### src/sv/ffa_pkg.sv
// shared types and constants of the first-fit arena allocator
`timescale 1ns / 1ps

package ffa_pkg;

	// payload widths of the channels
	localparam int OPCODE_W  = 1;
	localparam int REQ_W     = 21;
	localparam int OFF_W     = 20;
	localparam int STATUS_W  = 2;
	localparam int GRANT_W   = 21;
	localparam int CFG_IDX_W = 2;
	localparam int CFG_DAT_W = 21;
	localparam int HDR_W     = 8;

	// allocation grain
	localparam int         GRAIN      = 8;
	localparam logic [2:0] GRAIN_MASK = 3'h7;

	// register indexes and reset values
	localparam logic [CFG_IDX_W-1:0] REG_ARENA  = 2'd0;
	localparam logic [CFG_IDX_W-1:0] REG_HEADER = 2'd1;
	localparam logic [CFG_DAT_W-1:0] ARENA_RST  = 21'd65536;
	localparam logic [HDR_W-1:0]     HDR_RST    = 8'd56;

	// operation codes
	localparam logic OP_ALLOC = 1'b0;
	localparam logic OP_FREE  = 1'b1;

	typedef enum logic [STATUS_W-1:0] {
		RS_OK        = 2'd0,
		RS_EXHAUSTED = 2'd1,
		RS_BAD_FREE  = 2'd2
	} res_code_t;

	typedef enum logic [1:0] {
		RD_IDX,
		RD_IDX1,
		RD_JP1,
		RD_JM1
	} rd_sel_t;

	typedef enum logic [4:0] {
		S_INIT,
		S_IDLE,
		S_A_CHK,
		S_A_RD,
		S_A_EVAL,
		S_A_SUCC,
		S_A_SRD,
		S_A_FIT,
		S_RM_CHK,
		S_RM_WR,
		S_IN_CHK,
		S_IN_WR,
		S_IN_FIN,
		S_F_CHK,
		S_F_RD,
		S_F_EVAL,
		S_DONE_OK,
		S_DONE_EXH,
		S_DONE_BAD
	} state_t;

	typedef struct packed {
		logic      rebuild;
		logic      cfg_load;
		logic      item_load;
		logic      rd_en;
		rd_sel_t   rd_sel;
		logic      cur_load;
		logic      step;
		logic      merge_prev;
		logic      merge_succ;
		logic      sweep_rm;
		logic      cnt_dec;
		logic      ins_start;
		logic      sweep_ins;
		logic      ins_new;
		logic      wr_cur;
		logic      wbusy;
		logic      res_load;
		res_code_t res_code;
	} cmd_t;

	typedef struct packed {
		logic idx_lt_cnt;
		logic idx1_lt_cnt;
		logic j1_lt_cnt;
		logic j_gt_idx1;
		logic cur_busy;
		logic prv_free;
		logic rd_busy;
		logic fits;
		logic split_ok;
		logic off_hit;
		logic req_free;
		logic cfg_known;
	} status_t;

endpackage

### src/sv/ffa_req_if.sv
// request channel: one allocate or free word
`timescale 1ns / 1ps

interface ffa_req_if;
	logic                          valid;
	logic                          ready;
	logic [ffa_pkg::OPCODE_W-1:0]  opcode;
	logic [ffa_pkg::REQ_W-1:0]     request_bytes;
	logic [ffa_pkg::OFF_W-1:0]     block_offset;

	modport source(output valid, opcode, request_bytes, block_offset, input ready);
	modport sink(input valid, opcode, request_bytes, block_offset, output ready);
endinterface

### src/sv/ffa_rsp_if.sv
// response channel: one result word per request
`timescale 1ns / 1ps

interface ffa_rsp_if;
	logic                          valid;
	logic                          ready;
	logic [ffa_pkg::STATUS_W-1:0]  status;
	logic [ffa_pkg::OFF_W-1:0]     data_offset;
	logic [ffa_pkg::GRANT_W-1:0]   granted_bytes;

	modport source(output valid, status, data_offset, granted_bytes, input ready);
	modport sink(input valid, status, data_offset, granted_bytes, output ready);
endinterface

### src/sv/ffa_cfg_if.sv
// configuration write channel
`timescale 1ns / 1ps

interface ffa_cfg_if;
	logic                          valid;
	logic                          ready;
	logic [ffa_pkg::CFG_IDX_W-1:0] index;
	logic [ffa_pkg::CFG_DAT_W-1:0] data;

	modport source(output valid, index, data, input ready);
	modport sink(input valid, index, data, output ready);
endinterface

### src/sv/ffa_ram.sv
// generic single-write single-read ram with registered read
`timescale 1ns / 1ps

module ffa_ram #(
	parameter int WIDTH = 8,
	parameter int DEPTH = 16
) (
	input  logic                     clk,
	input  logic                     we,
	input  logic [$clog2(DEPTH)-1:0] waddr,
	input  logic [WIDTH-1:0]         wdata,
	input  logic                     re,
	input  logic [$clog2(DEPTH)-1:0] raddr,
	output logic [WIDTH-1:0]         rdata
);

	logic [WIDTH-1:0] mem [DEPTH];

	always_ff @(posedge clk) begin
		if (we) begin
			mem[waddr] <= wdata;
		end
		if (re) begin
			rdata <= mem[raddr];
		end
	end

endmodule

### src/sv/ffa_datapath.sv
// block table, working registers and arithmetic of the allocator
`timescale 1ns / 1ps

module ffa_datapath #(
	parameter int MAX_BLOCKS = 64,
	parameter int ARENA_BITS = 20
) (
	input  logic                          clk,
	input  logic                          arst_n,
	input  ffa_pkg::cmd_t                 cmd,
	output ffa_pkg::status_t              st,
	input  logic [ffa_pkg::OPCODE_W-1:0]  req_opcode,
	input  logic [ffa_pkg::REQ_W-1:0]     req_request_bytes,
	input  logic [ffa_pkg::OFF_W-1:0]     req_block_offset,
	input  logic [ffa_pkg::CFG_IDX_W-1:0] cfg_index,
	input  logic [ffa_pkg::CFG_DAT_W-1:0] cfg_data,
	output logic [ffa_pkg::STATUS_W-1:0]  res_status,
	output logic [ffa_pkg::OFF_W-1:0]     res_data_offset,
	output logic [ffa_pkg::GRANT_W-1:0]   res_granted_bytes
);

	localparam int IW   = $clog2(MAX_BLOCKS);
	localparam int CNTW = $clog2(MAX_BLOCKS + 1);
	localparam int AB   = ARENA_BITS;
	localparam int CW   = ((AB > 22) ? AB : 22) + 2;
	localparam int WW   = 1 + 2 * AB;

	// configuration registers
	logic [ffa_pkg::CFG_DAT_W-1:0] arena_q;
	logic [ffa_pkg::HDR_W-1:0]     hdr_q;

	// walk registers
	logic [CNTW-1:0] cnt_q, idx_q, j_q;
	logic [CW-1:0]   size_q;
	logic [ffa_pkg::OFF_W-1:0] off_q;
	logic [AB-1:0]   cur_start_q, cur_len_q, prv_start_q, prv_len_q;
	logic            cur_busy_q, prv_busy_q;

	// result registers
	logic [ffa_pkg::STATUS_W-1:0] res_status_q;
	logic [ffa_pkg::OFF_W-1:0]    res_off_q;
	logic [ffa_pkg::GRANT_W-1:0]  res_grant_q;

	// table memory
	logic            ram_we;
	logic [IW-1:0]   ram_waddr, ram_raddr;
	logic [WW-1:0]   ram_wdata, ram_rdata;
	logic            r_busy;
	logic [AB-1:0]   r_start, r_len;

	ffa_ram #(.WIDTH(WW), .DEPTH(MAX_BLOCKS)) u_table (
		.clk   (clk),
		.we    (ram_we),
		.waddr (ram_waddr),
		.wdata (ram_wdata),
		.re    (cmd.rd_en),
		.raddr (ram_raddr),
		.rdata (ram_rdata)
	);

	assign r_busy  = ram_rdata[WW-1];
	assign r_start = ram_rdata[2*AB-1:AB];
	assign r_len   = ram_rdata[AB-1:0];

	// header size and clamped arena
	logic [ffa_pkg::HDR_W-1:0] h8;
	logic [CW-1:0] h_c, limit_c, arena_c, arena_cl;
	logic [CW-1:0] size_rnd, cur_len_c, cur_data_c;
	logic [CNTW-1:0] idx1, jp1, jm1;

	assign h8       = (hdr_q[7:3] == 5'd0) ? 8'(ffa_pkg::GRAIN) : {hdr_q[7:3], 3'b000};
	assign h_c      = CW'(h8);
	assign limit_c  = CW'(1) << AB;
	assign arena_c  = CW'(arena_q);
	assign arena_cl = (arena_c > limit_c) ? limit_c : arena_c;

	// request rounded up to the grain
	assign size_rnd = ((req_request_bytes[2:0] & ffa_pkg::GRAIN_MASK) != 3'd0)
		? CW'({req_request_bytes[ffa_pkg::REQ_W-1:3], 3'b000}) + CW'(ffa_pkg::GRAIN)
		: CW'(req_request_bytes);

	assign cur_len_c  = CW'(cur_len_q);
	assign cur_data_c = CW'(cur_start_q) + h_c;
	assign idx1       = idx_q + CNTW'(1);
	assign jp1        = j_q + CNTW'(1);
	assign jm1        = j_q - CNTW'(1);

	// status toward the controller
	always_comb begin
		st.idx_lt_cnt  = idx_q < cnt_q;
		st.idx1_lt_cnt = (CNTW+1)'(idx_q) + (CNTW+1)'(1) < (CNTW+1)'(cnt_q);
		st.j1_lt_cnt   = (CNTW+1)'(j_q) + (CNTW+1)'(1) < (CNTW+1)'(cnt_q);
		st.j_gt_idx1   = (CNTW+1)'(j_q) > (CNTW+1)'(idx_q) + (CNTW+1)'(1);
		st.cur_busy    = cur_busy_q;
		st.prv_free    = !prv_busy_q;
		st.rd_busy     = r_busy;
		st.fits        = cur_len_c >= size_q;
		st.split_ok    = (cur_len_c > size_q + h_c + CW'(ffa_pkg::GRAIN))
			&& (cnt_q < CNTW'(MAX_BLOCKS));
		st.off_hit     = cur_data_c == CW'(off_q);
		st.req_free    = req_opcode == ffa_pkg::OP_FREE;
		st.cfg_known   = (cfg_index == ffa_pkg::REG_ARENA) || (cfg_index == ffa_pkg::REG_HEADER);
	end

	// read address select
	always_comb begin
		unique case (cmd.rd_sel)
			ffa_pkg::RD_IDX:  ram_raddr = idx_q[IW-1:0];
			ffa_pkg::RD_IDX1: ram_raddr = idx1[IW-1:0];
			ffa_pkg::RD_JP1:  ram_raddr = jp1[IW-1:0];
			ffa_pkg::RD_JM1:  ram_raddr = jm1[IW-1:0];
			default:          ram_raddr = idx_q[IW-1:0];
		endcase
	end

	// write port select
	always_comb begin
		ram_we    = 1'b0;
		ram_waddr = idx_q[IW-1:0];
		ram_wdata = {cmd.wbusy, cur_start_q, cur_len_q};
		priority if (cmd.rebuild) begin
			ram_we    = 1'b1;
			ram_waddr = IW'(0);
			ram_wdata = {1'b0, AB'(0), AB'(arena_cl - h_c)};
		end else if (cmd.sweep_rm || cmd.sweep_ins) begin
			ram_we    = 1'b1;
			ram_waddr = j_q[IW-1:0];
			ram_wdata = ram_rdata;
		end else if (cmd.ins_new) begin
			ram_we    = 1'b1;
			ram_waddr = idx1[IW-1:0];
			ram_wdata = {1'b0, AB'(cur_data_c + size_q), AB'(cur_len_c - size_q - h_c)};
		end else if (cmd.wr_cur) begin
			ram_we    = 1'b1;
		end
	end

	// register updates
	always_ff @(posedge clk or negedge arst_n) begin
		if (!arst_n) begin
			arena_q      <= ffa_pkg::ARENA_RST;
			hdr_q        <= ffa_pkg::HDR_RST;
			cnt_q        <= '0;
			idx_q        <= '0;
			j_q          <= '0;
			size_q       <= '0;
			off_q        <= '0;
			cur_start_q  <= '0;
			cur_len_q    <= '0;
			cur_busy_q   <= 1'b0;
			prv_start_q  <= '0;
			prv_len_q    <= '0;
			prv_busy_q   <= 1'b1;
			res_status_q <= '0;
			res_off_q    <= '0;
			res_grant_q  <= '0;
		end else begin
			if (cmd.cfg_load) begin
				if (cfg_index == ffa_pkg::REG_ARENA) begin
					arena_q <= cfg_data;
				end
				if (cfg_index == ffa_pkg::REG_HEADER) begin
					hdr_q <= cfg_data[ffa_pkg::HDR_W-1:0];
				end
			end
			if (cmd.rebuild) begin
				cnt_q <= (arena_cl < h_c) ? CNTW'(0) : CNTW'(1);
			end
			if (cmd.item_load) begin
				size_q     <= size_rnd;
				off_q      <= req_block_offset;
				idx_q      <= '0;
				prv_busy_q <= 1'b1;
			end
			if (cmd.cur_load) begin
				cur_start_q <= r_start;
				cur_len_q   <= r_len;
				cur_busy_q  <= r_busy;
			end
			// advance past the current block
			if (cmd.step) begin
				prv_start_q <= cur_start_q;
				prv_len_q   <= cur_len_q;
				prv_busy_q  <= cur_busy_q;
				idx_q       <= idx1;
			end
			// fold the current block into its free predecessor
			if (cmd.merge_prev) begin
				cur_len_q   <= AB'(CW'(prv_len_q) + cur_len_c + h_c);
				cur_start_q <= prv_start_q;
				j_q         <= idx_q;
				idx_q       <= idx_q - CNTW'(1);
			end
			// absorb the free successor
			if (cmd.merge_succ) begin
				cur_len_q <= AB'(cur_len_c + CW'(r_len) + h_c);
				j_q       <= idx1;
			end
			if (cmd.sweep_rm) begin
				j_q <= jp1;
			end
			if (cmd.cnt_dec) begin
				cnt_q <= cnt_q - CNTW'(1);
			end
			if (cmd.ins_start) begin
				j_q <= cnt_q;
			end
			if (cmd.sweep_ins) begin
				j_q <= jm1;
			end
			if (cmd.ins_new) begin
				cnt_q     <= cnt_q + CNTW'(1);
				cur_len_q <= AB'(size_q);
			end
			if (cmd.res_load) begin
				res_status_q <= cmd.res_code;
				if (cmd.res_code == ffa_pkg::RS_OK) begin
					res_off_q   <= cur_data_c[ffa_pkg::OFF_W-1:0];
					res_grant_q <= cur_len_c[ffa_pkg::GRANT_W-1:0];
				end else begin
					res_off_q   <= '0;
					res_grant_q <= '0;
				end
			end
		end
	end

	assign res_status        = res_status_q;
	assign res_data_offset   = res_off_q;
	assign res_granted_bytes = res_grant_q;

endmodule

### src/sv/ffa_ctrl.sv
// sequencer of the allocator walk, table sweeps and result handoff
`timescale 1ns / 1ps

module ffa_ctrl (
	input  logic             clk,
	input  logic             arst_n,
	input  ffa_pkg::status_t st,
	output ffa_pkg::cmd_t    cmd,
	input  logic             req_valid,
	output logic             req_ready,
	input  logic             cfg_valid,
	output logic             cfg_ready,
	output logic             out_valid,
	input  logic             out_ready
);

	ffa_pkg::state_t state_q, state_d;
	logic            ret_fit_q, ret_fit_d;
	logic            out_valid_q;
	logic            out_free;

	assign out_free  = !out_valid_q || out_ready;
	assign cfg_ready = state_q == ffa_pkg::S_IDLE;
	assign req_ready = (state_q == ffa_pkg::S_IDLE) && !cfg_valid;
	assign out_valid = out_valid_q;

	// next state
	always_comb begin
		state_d   = state_q;
		ret_fit_d = ret_fit_q;
		unique case (state_q)
			ffa_pkg::S_INIT: state_d = ffa_pkg::S_IDLE;
			ffa_pkg::S_IDLE: begin
				if (cfg_valid) begin
					state_d = st.cfg_known ? ffa_pkg::S_INIT : ffa_pkg::S_IDLE;
				end else if (req_valid) begin
					state_d = st.req_free ? ffa_pkg::S_F_CHK : ffa_pkg::S_A_CHK;
				end
			end
			ffa_pkg::S_A_CHK: state_d = st.idx_lt_cnt ? ffa_pkg::S_A_RD : ffa_pkg::S_DONE_EXH;
			ffa_pkg::S_A_RD:  state_d = ffa_pkg::S_A_EVAL;
			ffa_pkg::S_A_EVAL: begin
				if (st.cur_busy) begin
					state_d = ffa_pkg::S_A_CHK;
				end else if (st.prv_free) begin
					state_d   = ffa_pkg::S_RM_CHK;
					ret_fit_d = 1'b0;
				end else begin
					state_d = ffa_pkg::S_A_SUCC;
				end
			end
			ffa_pkg::S_A_SUCC: state_d = st.idx1_lt_cnt ? ffa_pkg::S_A_SRD : ffa_pkg::S_A_FIT;
			ffa_pkg::S_A_SRD: begin
				if (!st.rd_busy) begin
					state_d   = ffa_pkg::S_RM_CHK;
					ret_fit_d = 1'b1;
				end else begin
					state_d = ffa_pkg::S_A_FIT;
				end
			end
			ffa_pkg::S_A_FIT: begin
				if (st.fits && st.split_ok) begin
					state_d = ffa_pkg::S_IN_CHK;
				end else if (st.fits) begin
					state_d = ffa_pkg::S_DONE_OK;
				end else begin
					state_d = ffa_pkg::S_A_CHK;
				end
			end
			ffa_pkg::S_RM_CHK: begin
				if (st.j1_lt_cnt) begin
					state_d = ffa_pkg::S_RM_WR;
				end else begin
					state_d = ret_fit_q ? ffa_pkg::S_A_FIT : ffa_pkg::S_A_SUCC;
				end
			end
			ffa_pkg::S_RM_WR:  state_d = ffa_pkg::S_RM_CHK;
			ffa_pkg::S_IN_CHK: state_d = st.j_gt_idx1 ? ffa_pkg::S_IN_WR : ffa_pkg::S_IN_FIN;
			ffa_pkg::S_IN_WR:  state_d = ffa_pkg::S_IN_CHK;
			ffa_pkg::S_IN_FIN: state_d = ffa_pkg::S_DONE_OK;
			ffa_pkg::S_F_CHK:  state_d = st.idx_lt_cnt ? ffa_pkg::S_F_RD : ffa_pkg::S_DONE_BAD;
			ffa_pkg::S_F_RD:   state_d = ffa_pkg::S_F_EVAL;
			ffa_pkg::S_F_EVAL: begin
				if (st.off_hit) begin
					state_d = st.cur_busy ? ffa_pkg::S_DONE_OK : ffa_pkg::S_DONE_BAD;
				end else begin
					state_d = ffa_pkg::S_F_CHK;
				end
			end
			ffa_pkg::S_DONE_OK, ffa_pkg::S_DONE_EXH, ffa_pkg::S_DONE_BAD: begin
				if (out_free) begin
					state_d = ffa_pkg::S_IDLE;
				end
			end
			default: state_d = ffa_pkg::S_IDLE;
		endcase
	end

	// command outputs
	always_comb begin
		cmd          = '0;
		cmd.rd_sel   = ffa_pkg::RD_IDX;
		cmd.res_code = ffa_pkg::RS_OK;
		unique case (state_q)
			ffa_pkg::S_INIT: cmd.rebuild = 1'b1;
			ffa_pkg::S_IDLE: begin
				if (cfg_valid) begin
					cmd.cfg_load = 1'b1;
				end else if (req_valid) begin
					cmd.item_load = 1'b1;
				end
			end
			ffa_pkg::S_A_CHK, ffa_pkg::S_F_CHK: begin
				cmd.rd_en  = st.idx_lt_cnt;
				cmd.rd_sel = ffa_pkg::RD_IDX;
			end
			ffa_pkg::S_A_RD, ffa_pkg::S_F_RD: cmd.cur_load = 1'b1;
			ffa_pkg::S_A_EVAL: begin
				if (st.cur_busy) begin
					cmd.step = 1'b1;
				end else if (st.prv_free) begin
					cmd.merge_prev = 1'b1;
				end
			end
			ffa_pkg::S_A_SUCC: begin
				cmd.rd_en  = st.idx1_lt_cnt;
				cmd.rd_sel = ffa_pkg::RD_IDX1;
			end
			ffa_pkg::S_A_SRD: cmd.merge_succ = !st.rd_busy;
			ffa_pkg::S_A_FIT: begin
				if (st.fits && st.split_ok) begin
					cmd.ins_start = 1'b1;
				end else if (st.fits) begin
					cmd.wr_cur = 1'b1;
					cmd.wbusy  = 1'b1;
				end else begin
					cmd.wr_cur = 1'b1;
					cmd.step   = 1'b1;
				end
			end
			ffa_pkg::S_RM_CHK: begin
				cmd.rd_en   = st.j1_lt_cnt;
				cmd.rd_sel  = ffa_pkg::RD_JP1;
				cmd.cnt_dec = !st.j1_lt_cnt;
			end
			ffa_pkg::S_RM_WR: cmd.sweep_rm = 1'b1;
			ffa_pkg::S_IN_CHK: begin
				cmd.rd_en   = st.j_gt_idx1;
				cmd.rd_sel  = ffa_pkg::RD_JM1;
				cmd.ins_new = !st.j_gt_idx1;
			end
			ffa_pkg::S_IN_WR: cmd.sweep_ins = 1'b1;
			ffa_pkg::S_IN_FIN: begin
				cmd.wr_cur = 1'b1;
				cmd.wbusy  = 1'b1;
			end
			ffa_pkg::S_F_EVAL: begin
				if (st.off_hit) begin
					cmd.wr_cur = st.cur_busy;
				end else begin
					cmd.step = 1'b1;
				end
			end
			ffa_pkg::S_DONE_OK: begin
				cmd.res_load = out_free;
				cmd.res_code = ffa_pkg::RS_OK;
			end
			ffa_pkg::S_DONE_EXH: begin
				cmd.res_load = out_free;
				cmd.res_code = ffa_pkg::RS_EXHAUSTED;
			end
			ffa_pkg::S_DONE_BAD: begin
				cmd.res_load = out_free;
				cmd.res_code = ffa_pkg::RS_BAD_FREE;
			end
			default: cmd.rd_sel = ffa_pkg::RD_IDX;
		endcase
	end

	// state and result valid registers
	always_ff @(posedge clk or negedge arst_n) begin
		if (!arst_n) begin
			state_q     <= ffa_pkg::S_INIT;
			ret_fit_q   <= 1'b0;
			out_valid_q <= 1'b0;
		end else begin
			state_q   <= state_d;
			ret_fit_q <= ret_fit_d;
			if (cmd.res_load) begin
				out_valid_q <= 1'b1;
			end else if (out_ready) begin
				out_valid_q <= 1'b0;
			end
		end
	end

endmodule

### src/sv/first_fit_arena_allocator_core.sv
// top level of the first-fit arena allocator with lazy coalescing
// usage:
//   req carries one word per operation: opcode 0 allocates request_bytes
//   (rounded up to 8), opcode 1 frees the block whose data starts at
//   block_offset. rsp returns one word per request: status, data_offset and
//   granted_bytes. cfg writes arena_size (index 0) or header_size (index 1);
//   either write rebuilds the arena as one free block (none if arena < header).
// timing:
//   one request is worked at a time. a free scans the table entries in
//   order. an allocate walks the entries, merging each free entry with
//   its free neighbours, and moves the later table entries when a merge
//   removes one or a split inserts one.
// reset:
//   registers return to arena 65536 and header 56; after the init state that
//   follows reset the table holds one free block and req and cfg become ready.
// stalls:
//   a result waits in the output register while rsp.ready is low; the next
//   request is still taken and worked, and only its result handoff waits.
`timescale 1ns / 1ps

module first_fit_arena_allocator_core #(
	parameter int MAX_BLOCKS = 64,
	parameter int ARENA_BITS = 20
) (
	input  logic      clk,
	input  logic      arst_n,
	ffa_req_if.sink   req,
	ffa_rsp_if.source rsp,
	ffa_cfg_if.sink   cfg
);

	ffa_pkg::cmd_t    cmd;
	ffa_pkg::status_t st;

	// sequencer
	ffa_ctrl u_ctrl (
		.clk       (clk),
		.arst_n    (arst_n),
		.st        (st),
		.cmd       (cmd),
		.req_valid (req.valid),
		.req_ready (req.ready),
		.cfg_valid (cfg.valid),
		.cfg_ready (cfg.ready),
		.out_valid (rsp.valid),
		.out_ready (rsp.ready)
	);

	// table and arithmetic
	ffa_datapath #(
		.MAX_BLOCKS (MAX_BLOCKS),
		.ARENA_BITS (ARENA_BITS)
	) u_datapath (
		.clk               (clk),
		.arst_n            (arst_n),
		.cmd               (cmd),
		.st                (st),
		.req_opcode        (req.opcode),
		.req_request_bytes (req.request_bytes),
		.req_block_offset  (req.block_offset),
		.cfg_index         (cfg.index),
		.cfg_data          (cfg.data),
		.res_status        (rsp.status),
		.res_data_offset   (rsp.data_offset),
		.res_granted_bytes (rsp.granted_bytes)
	);

endmodule
### src/flat_wrapper.sv
// flat-port wrapper written by rule: the top's interface ports become plain ports
module first_fit_arena_allocator_core_flat 
#(
	parameter int MAX_BLOCKS = 64,
	parameter int ARENA_BITS = 20
)
  (clk, arst_n, req_valid, req_opcode, req_request_bytes, req_block_offset, req_ready, rsp_valid, rsp_status, rsp_data_offset, rsp_granted_bytes, rsp_ready, cfg_valid, cfg_index, cfg_data, cfg_ready);
  ffa_req_if req_i ();
  ffa_rsp_if rsp_i ();
  ffa_cfg_if cfg_i ();
  input  logic clk;
  input  logic arst_n;
  input wire logic [$bits(req_i.valid)-1:0] req_valid;
  input wire logic [$bits(req_i.opcode)-1:0] req_opcode;
  input wire logic [$bits(req_i.request_bytes)-1:0] req_request_bytes;
  input wire logic [$bits(req_i.block_offset)-1:0] req_block_offset;
  output wire logic [$bits(req_i.ready)-1:0] req_ready;
  output wire logic [$bits(rsp_i.valid)-1:0] rsp_valid;
  output wire logic [$bits(rsp_i.status)-1:0] rsp_status;
  output wire logic [$bits(rsp_i.data_offset)-1:0] rsp_data_offset;
  output wire logic [$bits(rsp_i.granted_bytes)-1:0] rsp_granted_bytes;
  input wire logic [$bits(rsp_i.ready)-1:0] rsp_ready;
  input wire logic [$bits(cfg_i.valid)-1:0] cfg_valid;
  input wire logic [$bits(cfg_i.index)-1:0] cfg_index;
  input wire logic [$bits(cfg_i.data)-1:0] cfg_data;
  output wire logic [$bits(cfg_i.ready)-1:0] cfg_ready;
  assign req_i.valid = req_valid;
  assign req_i.opcode = req_opcode;
  assign req_i.request_bytes = req_request_bytes;
  assign req_i.block_offset = req_block_offset;
  assign req_ready = req_i.ready;
  assign rsp_valid = rsp_i.valid;
  assign rsp_status = rsp_i.status;
  assign rsp_data_offset = rsp_i.data_offset;
  assign rsp_granted_bytes = rsp_i.granted_bytes;
  assign rsp_i.ready = rsp_ready;
  assign cfg_i.valid = cfg_valid;
  assign cfg_i.index = cfg_index;
  assign cfg_i.data = cfg_data;
  assign cfg_ready = cfg_i.ready;
  first_fit_arena_allocator_core #(.MAX_BLOCKS(MAX_BLOCKS), .ARENA_BITS(ARENA_BITS)) u_core (.clk(clk), .arst_n(arst_n), .req(req_i), .rsp(rsp_i), .cfg(cfg_i));
endmodule
### config.mk
export PLATFORM = sky130hd
export DESIGN_NAME = first_fit_arena_allocator_core_flat
export DESIGN_NICKNAME = d
export VERILOG_FILES = /design/src/sv/ffa_pkg.sv /design/src/sv/ffa_req_if.sv /design/src/sv/ffa_rsp_if.sv /design/src/sv/ffa_cfg_if.sv /design/src/sv/ffa_ram.sv /design/src/sv/ffa_datapath.sv /design/src/sv/ffa_ctrl.sv /design/src/sv/first_fit_arena_allocator_core.sv /design/src/flat_wrapper.sv
export SDC_FILE = /design/constraint.sdc
export NUM_CORES = 2
export LEC_CHECK = 0
export BUFFER_PORTS_ARGS = -buffer_cell sky130_fd_sc_hd__buf_2
export CAP_MARGIN = 20
export CORE_AREA = 5 5 474 476
export DETAILED_ROUTE_END_ITERATION = 7
export DIE_AREA = 0 0 479 481
export PLACE_DENSITY = 0.75
export SETUP_SLACK_MARGIN = 0.02
export SYNTH_ARGS = -nofsm -noshare
export SYNTH_HDL_FRONTEND = slang
export SYNTH_HIERARCHICAL = 1
export SYNTH_SLANG_ARGS = --single-unit
### constraint.sdc
create_clock -name clk -period 23.6 [get_ports clk]
set_clock_uncertainty 0.15 [all_clocks]
set_input_delay 5.9 -clock clk [delete_from_list [all_inputs] [get_ports clk]]
set_output_delay 5.9 -clock clk [all_outputs]
set_load 0.02 [all_outputs]
Word level (Yosys, flattened, before mapping) --
Memory sizes are Yosys's and may differ from the RTL's. A register that Yosys moved wholly into a read port is not among the register bits. Index checks and enable logic that the tools add are counted.
Storage, ports and cells: word-level logic and storage cells 201, output and inout port bits 46, input port bits 70, flip-flop bits (word level) 224, memory bits (read-only) 0, RAM bits 2624, bits in latches 0, memories 1
Cells by class: reductions and logical operators 32, $mul 0, multiplexer cells 92, div/mod/pow operators 0, magnitude comparators 9, bitwise logic cells 0, shift-type cells 0, $add $sub $neg 20, eq/ne operators 28
Memory list:
- u_core.u_datapath.u_table.mem | depth 64, bits a word 41, rd ports 1, clocked after Yosys merged registers in 1, write ports 1, RTL line ffa_ram.sv:17 | logic [WIDTH-1:0] mem [DEPTH];
Operator list (number):
- 20-bit 2-to-1 mux | 8
- 41-bit 2-to-1 mux | 3
- 5-bit case mux with 16 select lines | 1
- 7-bit 2-to-1 mux | 11
- 20-bit adder | 3
- 20-bit by 8-bit adder with 20-bit output | 2
- 5-bit by 4-bit equality test with 1-bit output, second input constant | 8
- 5-bit 2-to-1 mux | 8
- 20-bit by 8-bit subtractor with 20-bit output | 2
- 1-bit 2-to-1 mux | 37
- 24-bit by 4-bit adder with 24-bit output, second input constant | 1
- 20-bit by 24-bit greater-than comparator with 1-bit output | 1
- 6-bit case mux with 4 select lines | 1
- 22-bit by 8-bit adder with 23-bit output | 1
- 21-bit by 4-bit adder with 22-bit output, second input constant | 1
- 20-bit by 22-bit greater-or-equal comparator with 1-bit output | 1
- 22-bit 2-to-1 mux | 1
- 20-bit by 8-bit adder with 21-bit output | 1
- 7-bit by 1-bit adder with 7-bit output, second input constant | 3
- 21-bit by 20-bit equality test with 1-bit output | 1
- 21-bit greater-than comparator, second input constant | 1
- 21-bit by 8-bit less-than comparator with 1-bit output | 1
- 21-bit 2-to-1 mux | 1
- 7-bit by 1-bit subtractor with 7-bit output, second input constant | 3
- 37 further kinds | 80

Depth between registers and ports, before layout --
depth in word-level cells 15, gate-level depth with buffers 32, gate-level depth less buffers 32

By module --
Netlist, hierarchy kept.
By module, submodules not included:
- ffa_ram | area each 100518.9 um^2, cells an instance 4226, sequential area each 80026.8 um^2, times used 1
- ffa_datapath | area each 18639.1 um^2, cells an instance 2116, sequential area each 5336.4 um^2, times used 1
- ffa_ctrl | area each 997.2 um^2, cells an instance 137, sequential area each 175.2 um^2, times used 1

Least setup slack after synthesis --
OpenSTA, ideal clock, no wires.
path kind input to output, start point input cfg_valid, end point output req_ready, required time 17.550 ns, path slack 11.317 ns, cell stages on the path 1, arrival time 6.233 ns, path buffers 0, path through nor3_2
On the way: word-level cells in the longest chain between the ends 2
RTL lines:
- start: declaration | RTL line flat_wrapper.sv:23 | input wire logic [$bits(cfg_i.valid)-1:0] cfg_valid;
- 1-bit logical NOT | RTL line ffa_ctrl.sv:24 | assign req_ready = (state_q == ffa_pkg::S_IDLE) && !cfg_valid;
- 1-bit logical AND | RTL line ffa_ctrl.sv:24
- end: declaration | RTL line flat_wrapper.sv:17 | output wire logic [$bits(req_i.ready)-1:0] req_ready;
Every way passes these cells.

Worst setup path in the final report --
Same ends and word-level chain as after synthesis.

==> impl_metrics.csv <==
group,metric,value,unit
run_status,status,"finished clean",
floorplan,num_rows,173,
worst_setup_path,cp_max_fo,6,
global_route,antenna_found_initial,13,
worst_setup_path,cp-start-kind,"primary input",
finish,fin_cells,9801,
placed_design,place.gp.congestion,0.910,
timing,worst_slew_pin_slew,1220,ps
synthesis,synth_compound_area_frac,0.0582,
timing,setup_viol,0,
global_route,grt_pass1_vias,65500,
synthesis,syn_nets,6778,
synthesis,ys_seq_area_frac,0.712,
synthesis,synth-simple-area-share,0.0327,
floorplan,num_io_pins,116,
cts,clock_sinks,2885,
global_route,grt_max_degree,133,
drt,viasPerCell,6.69,
worst_setup_path,arrival,6420,ps
power,p_per_area,159,nW/um^2
drt,vias,65500,
drt,wl,306000,um
floorplan,die-area,230000,sq um
finish,drive_above_1_share,0.233,
timing,hold_violations,0,
placed_design,hpwlAfterDp,176000,um
synthesis,yosysTopAreaCell,"edfxtp_1",
cts,htree_levels,5,
drt,wl_per_cell,31.2,um
drt,drt_iter0_drc,8870,
global_route,grt_pass1_wl,449000,um
synthesis,synthTopCellsByArea,"edfxtp_1 67%, mux4_2 12%, dfrtp_1 4.5%",
timing,slew_headroom,0.179,
synthesis,synthAdderAreaFrac,0.0252,
cts,ctsHoldBuffers,0,
floorplan,die_h,481,um
worst_setup_path,r2r_slack,14740,ps
drt,drtAntennaViolNets,0,
cts,post_cts_resized,0,
synthesis,ys_types,92,
synthesis,synth_cells,6479,
timing,slew_viol_final,0,
timing,period_share,0.528,
worst_setup_path,path_class,"primary input to output port",
timing,final.setup.tns,0,ps
finish,nets,7018,
synthesis,synth_xor_area_frac,0.0120,
synthesis,ys.flop_type,"edfxtp_1",
min_path,min_path_type,"flip-flop to flip-flop",
worst_setup_path,end_kind,"output port",
cts,cts.path.max_buffers,4,
cts,cts_root_buf,"clkbuf_16",
floorplan,die_w,479,um
global_route,grt.overflow.total,0,
synthesis,synth_seq_cells,2885,
timing,rsz0062_at_grt,"false",
drt,drc,0,
power,irDropWorstVdd,0.129,mV
synthesis,synth_top_area_frac,0.666,
floorplan,initial_core_util,0.545,
cts,numCtsBuffers,296,
finish,areaGrowthSynthToFinish,11.6,%
power,leakage,43.8,nW
worst_setup_path,crit_required,17550,ps
synthesis,synth_top_family_by_area,"multiplexers",
synthesis,synth.area.mux_share,0.140,
synthesis,synth-edff-count,2665,
floorplan,core-area,221000,sq um
drt,dr.pass1.iters,6,
global_route,grt_util_all_layers,0.265,
placed_design,io_buffers,114,
run,drv_cap,0,
cts,cts_setup_buffers,0,
synthesis,syn_area,120000,sq um
placed_design,dpl.cell_count,9303,
cts,cts_tree,"yes",
cts,clkTransAtPathRegs,60,ps
timing,fmax,80.2,MHz
synthesis,async_flop_share,0.0763,
cts,clock_latency,940,ps
synthesis,synth_area_per_cell,18.5,sq um
timing,period_needed,12470,ps
synthesis,synth_warnings,6,
==> critical path: stages <==
cell and delay [ps]:
buf_2 130, nor3_2 190, buf_2 200
==> layer usage <==
metal | GRT usage | part of all wire | wire (um)
met5 | 0 | 0.000043 | 13
met4 | 0.0709 | 0.028 | 8530
met3 | 0.0563 | 0.12 | 35400
met2 | 0.424 | 0.48 | 147000
met1 | 0.377 | 0.37 | 115000
==> layout by cell type (no fill, tap or decap), types with 17 or more instances in the layout <==
cell and count:
nor2_1 233, o221ai_1 31, nand3_1 72, inv_1 141, buf_4 185, ha_1 207, a22oi_1 47, a311oi_1 17
clkbuf_1 59, nand4_1 23, a211oi_1 59, nor3_1 63, clkinv_1 52, o21ai_0 129, a22o_1 104, clkbuf_16 302
mux2_2 93, nor2b_1 39, edfxtp_1 2665, buf_2 114, dfrtp_1 215, clkinv_2 44, a31oi_1 27, xor2_1 70
nand2_1 163, mux2i_1 100, a221oi_1 81, xnor2_1 95, a21o_1 38, and3_1 22, nand2b_1 29, nor2_4 68
fa_1 22, bufinv_16 20, mux4_2 654, o22ai_1 101, a21oi_1 219
==> cells by family (layout without fill, tap and decap cells) <==
logic type,Yosys count,in the layout
flip-flops,2885,2885
adder cells (fa/ha/maj),229,229
buffers and inverters,509,942
AND/OR/NAND/NOR,822,822
XOR/XNOR,165,165
multiplexers,848,848
other,1,3
AO/OA/AOI/OAI,1020,1020
==> area by class of cell <==
class                   instances  area, sq um
fillers                     15000        86500
flip-flops and latches       2885        85500
multi-input cells            3085        33300
clock buffers                 363         7810
well taps                    2887         3610
repair buffers                308         2090
clock inverters               128         1130
inverters                     143          537
diodes                          2         5.00
==> stage by stage <==
step,total power [W],utilization,worst slack (ps),hold WS [ps],instance area (sq um)
after floorplan,0.0137,-,11320,299,120000
after global placement,0.0166,0.567,11100,307,125000
after detailed placement,0.0168,0.567,11120,324,125000
after CTS,0.0213,0.608,11120,306,134000
after global routing,0.0223,0.608,11110,338,134000
final,0.0213,0.608,11130,310,134000
==> worst paths after layout <==
path	startpoint	cells past startpoint	endpoint
setup / recovery	cfg_valid	3	req_ready
hold / removal	u_core/u_datapath/prv_start_q[6]	2	u_core/u_datapath/cur_start_q[6]
setup reg to reg	u_core/u_datapath/hdr_q[7]	32	u_core/u_datapath/u_table/mem[22][20]
hold reg to reg	u_core/u_datapath/prv_start_q[6]	2	u_core/u_datapath/cur_start_q[6]
max in group asynchronous	arst_n	3	u_core/u_datapath/prv_start_q[13]
min in group asynchronous	arst_n	1	u_core/u_datapath/cnt_q[3]
==> report_power, final <==
part	internal, W	total [W]	switching [W]
Clock	0.00255	0.00441	0.00186
Sequential	0.00738	0.00782	0.000432
Combinational	0.00331	0.00911	0.00579
==> Yosys cell counts, types with 23 or more instances <==
cell / n
dfrtp_1: 215
inv_1: 141
a21o_1: 39
nor3_1: 67
a211oi_1: 76
mux2_2: 93
nand4_1: 23
mux4_2: 654
clkbuf_1: 172
o221ai_1: 31
a21oi_1: 225
nor2_1: 300
a22oi_1: 48
buf_2: 79
nand2b_1: 29
a221oi_1: 81
mux2i_1: 101
xnor2_1: 95
a31oi_1: 27
ha_1: 207
nor2b_1: 42
xor2_1: 70
buf_4: 49
edfxtp_1: 2665
and3_1: 24
o22ai_1: 102
nand2_1: 164
nand3_1: 72
o21ai_0: 141
a22o_1: 104
buf_1: 36
buf_6: 28
==> sequential cells by signal, summed over array words and instances, names as in the netlist, 2 cells and up <==
register	count
u_core/u_ctrl/state_q	5
u_core/u_datapath/arena_q	21
u_core/u_datapath/cnt_q	7
u_core/u_datapath/cur_len_q	20
u_core/u_datapath/cur_start_q	20
u_core/u_datapath/hdr_q	5
u_core/u_datapath/idx_q	7
u_core/u_datapath/j_q	7
u_core/u_datapath/off_q	20
u_core/u_datapath/prv_len_q	20
u_core/u_datapath/prv_start_q	20
u_core/u_datapath/res_data_offset	20
u_core/u_datapath/res_granted_bytes	20
u_core/u_datapath/res_status	2
u_core/u_datapath/size_q	22
u_core/u_datapath/u_table/mem	2624
u_core/u_datapath/u_table/rdata	41
Power figures use the tool's default switching activity.
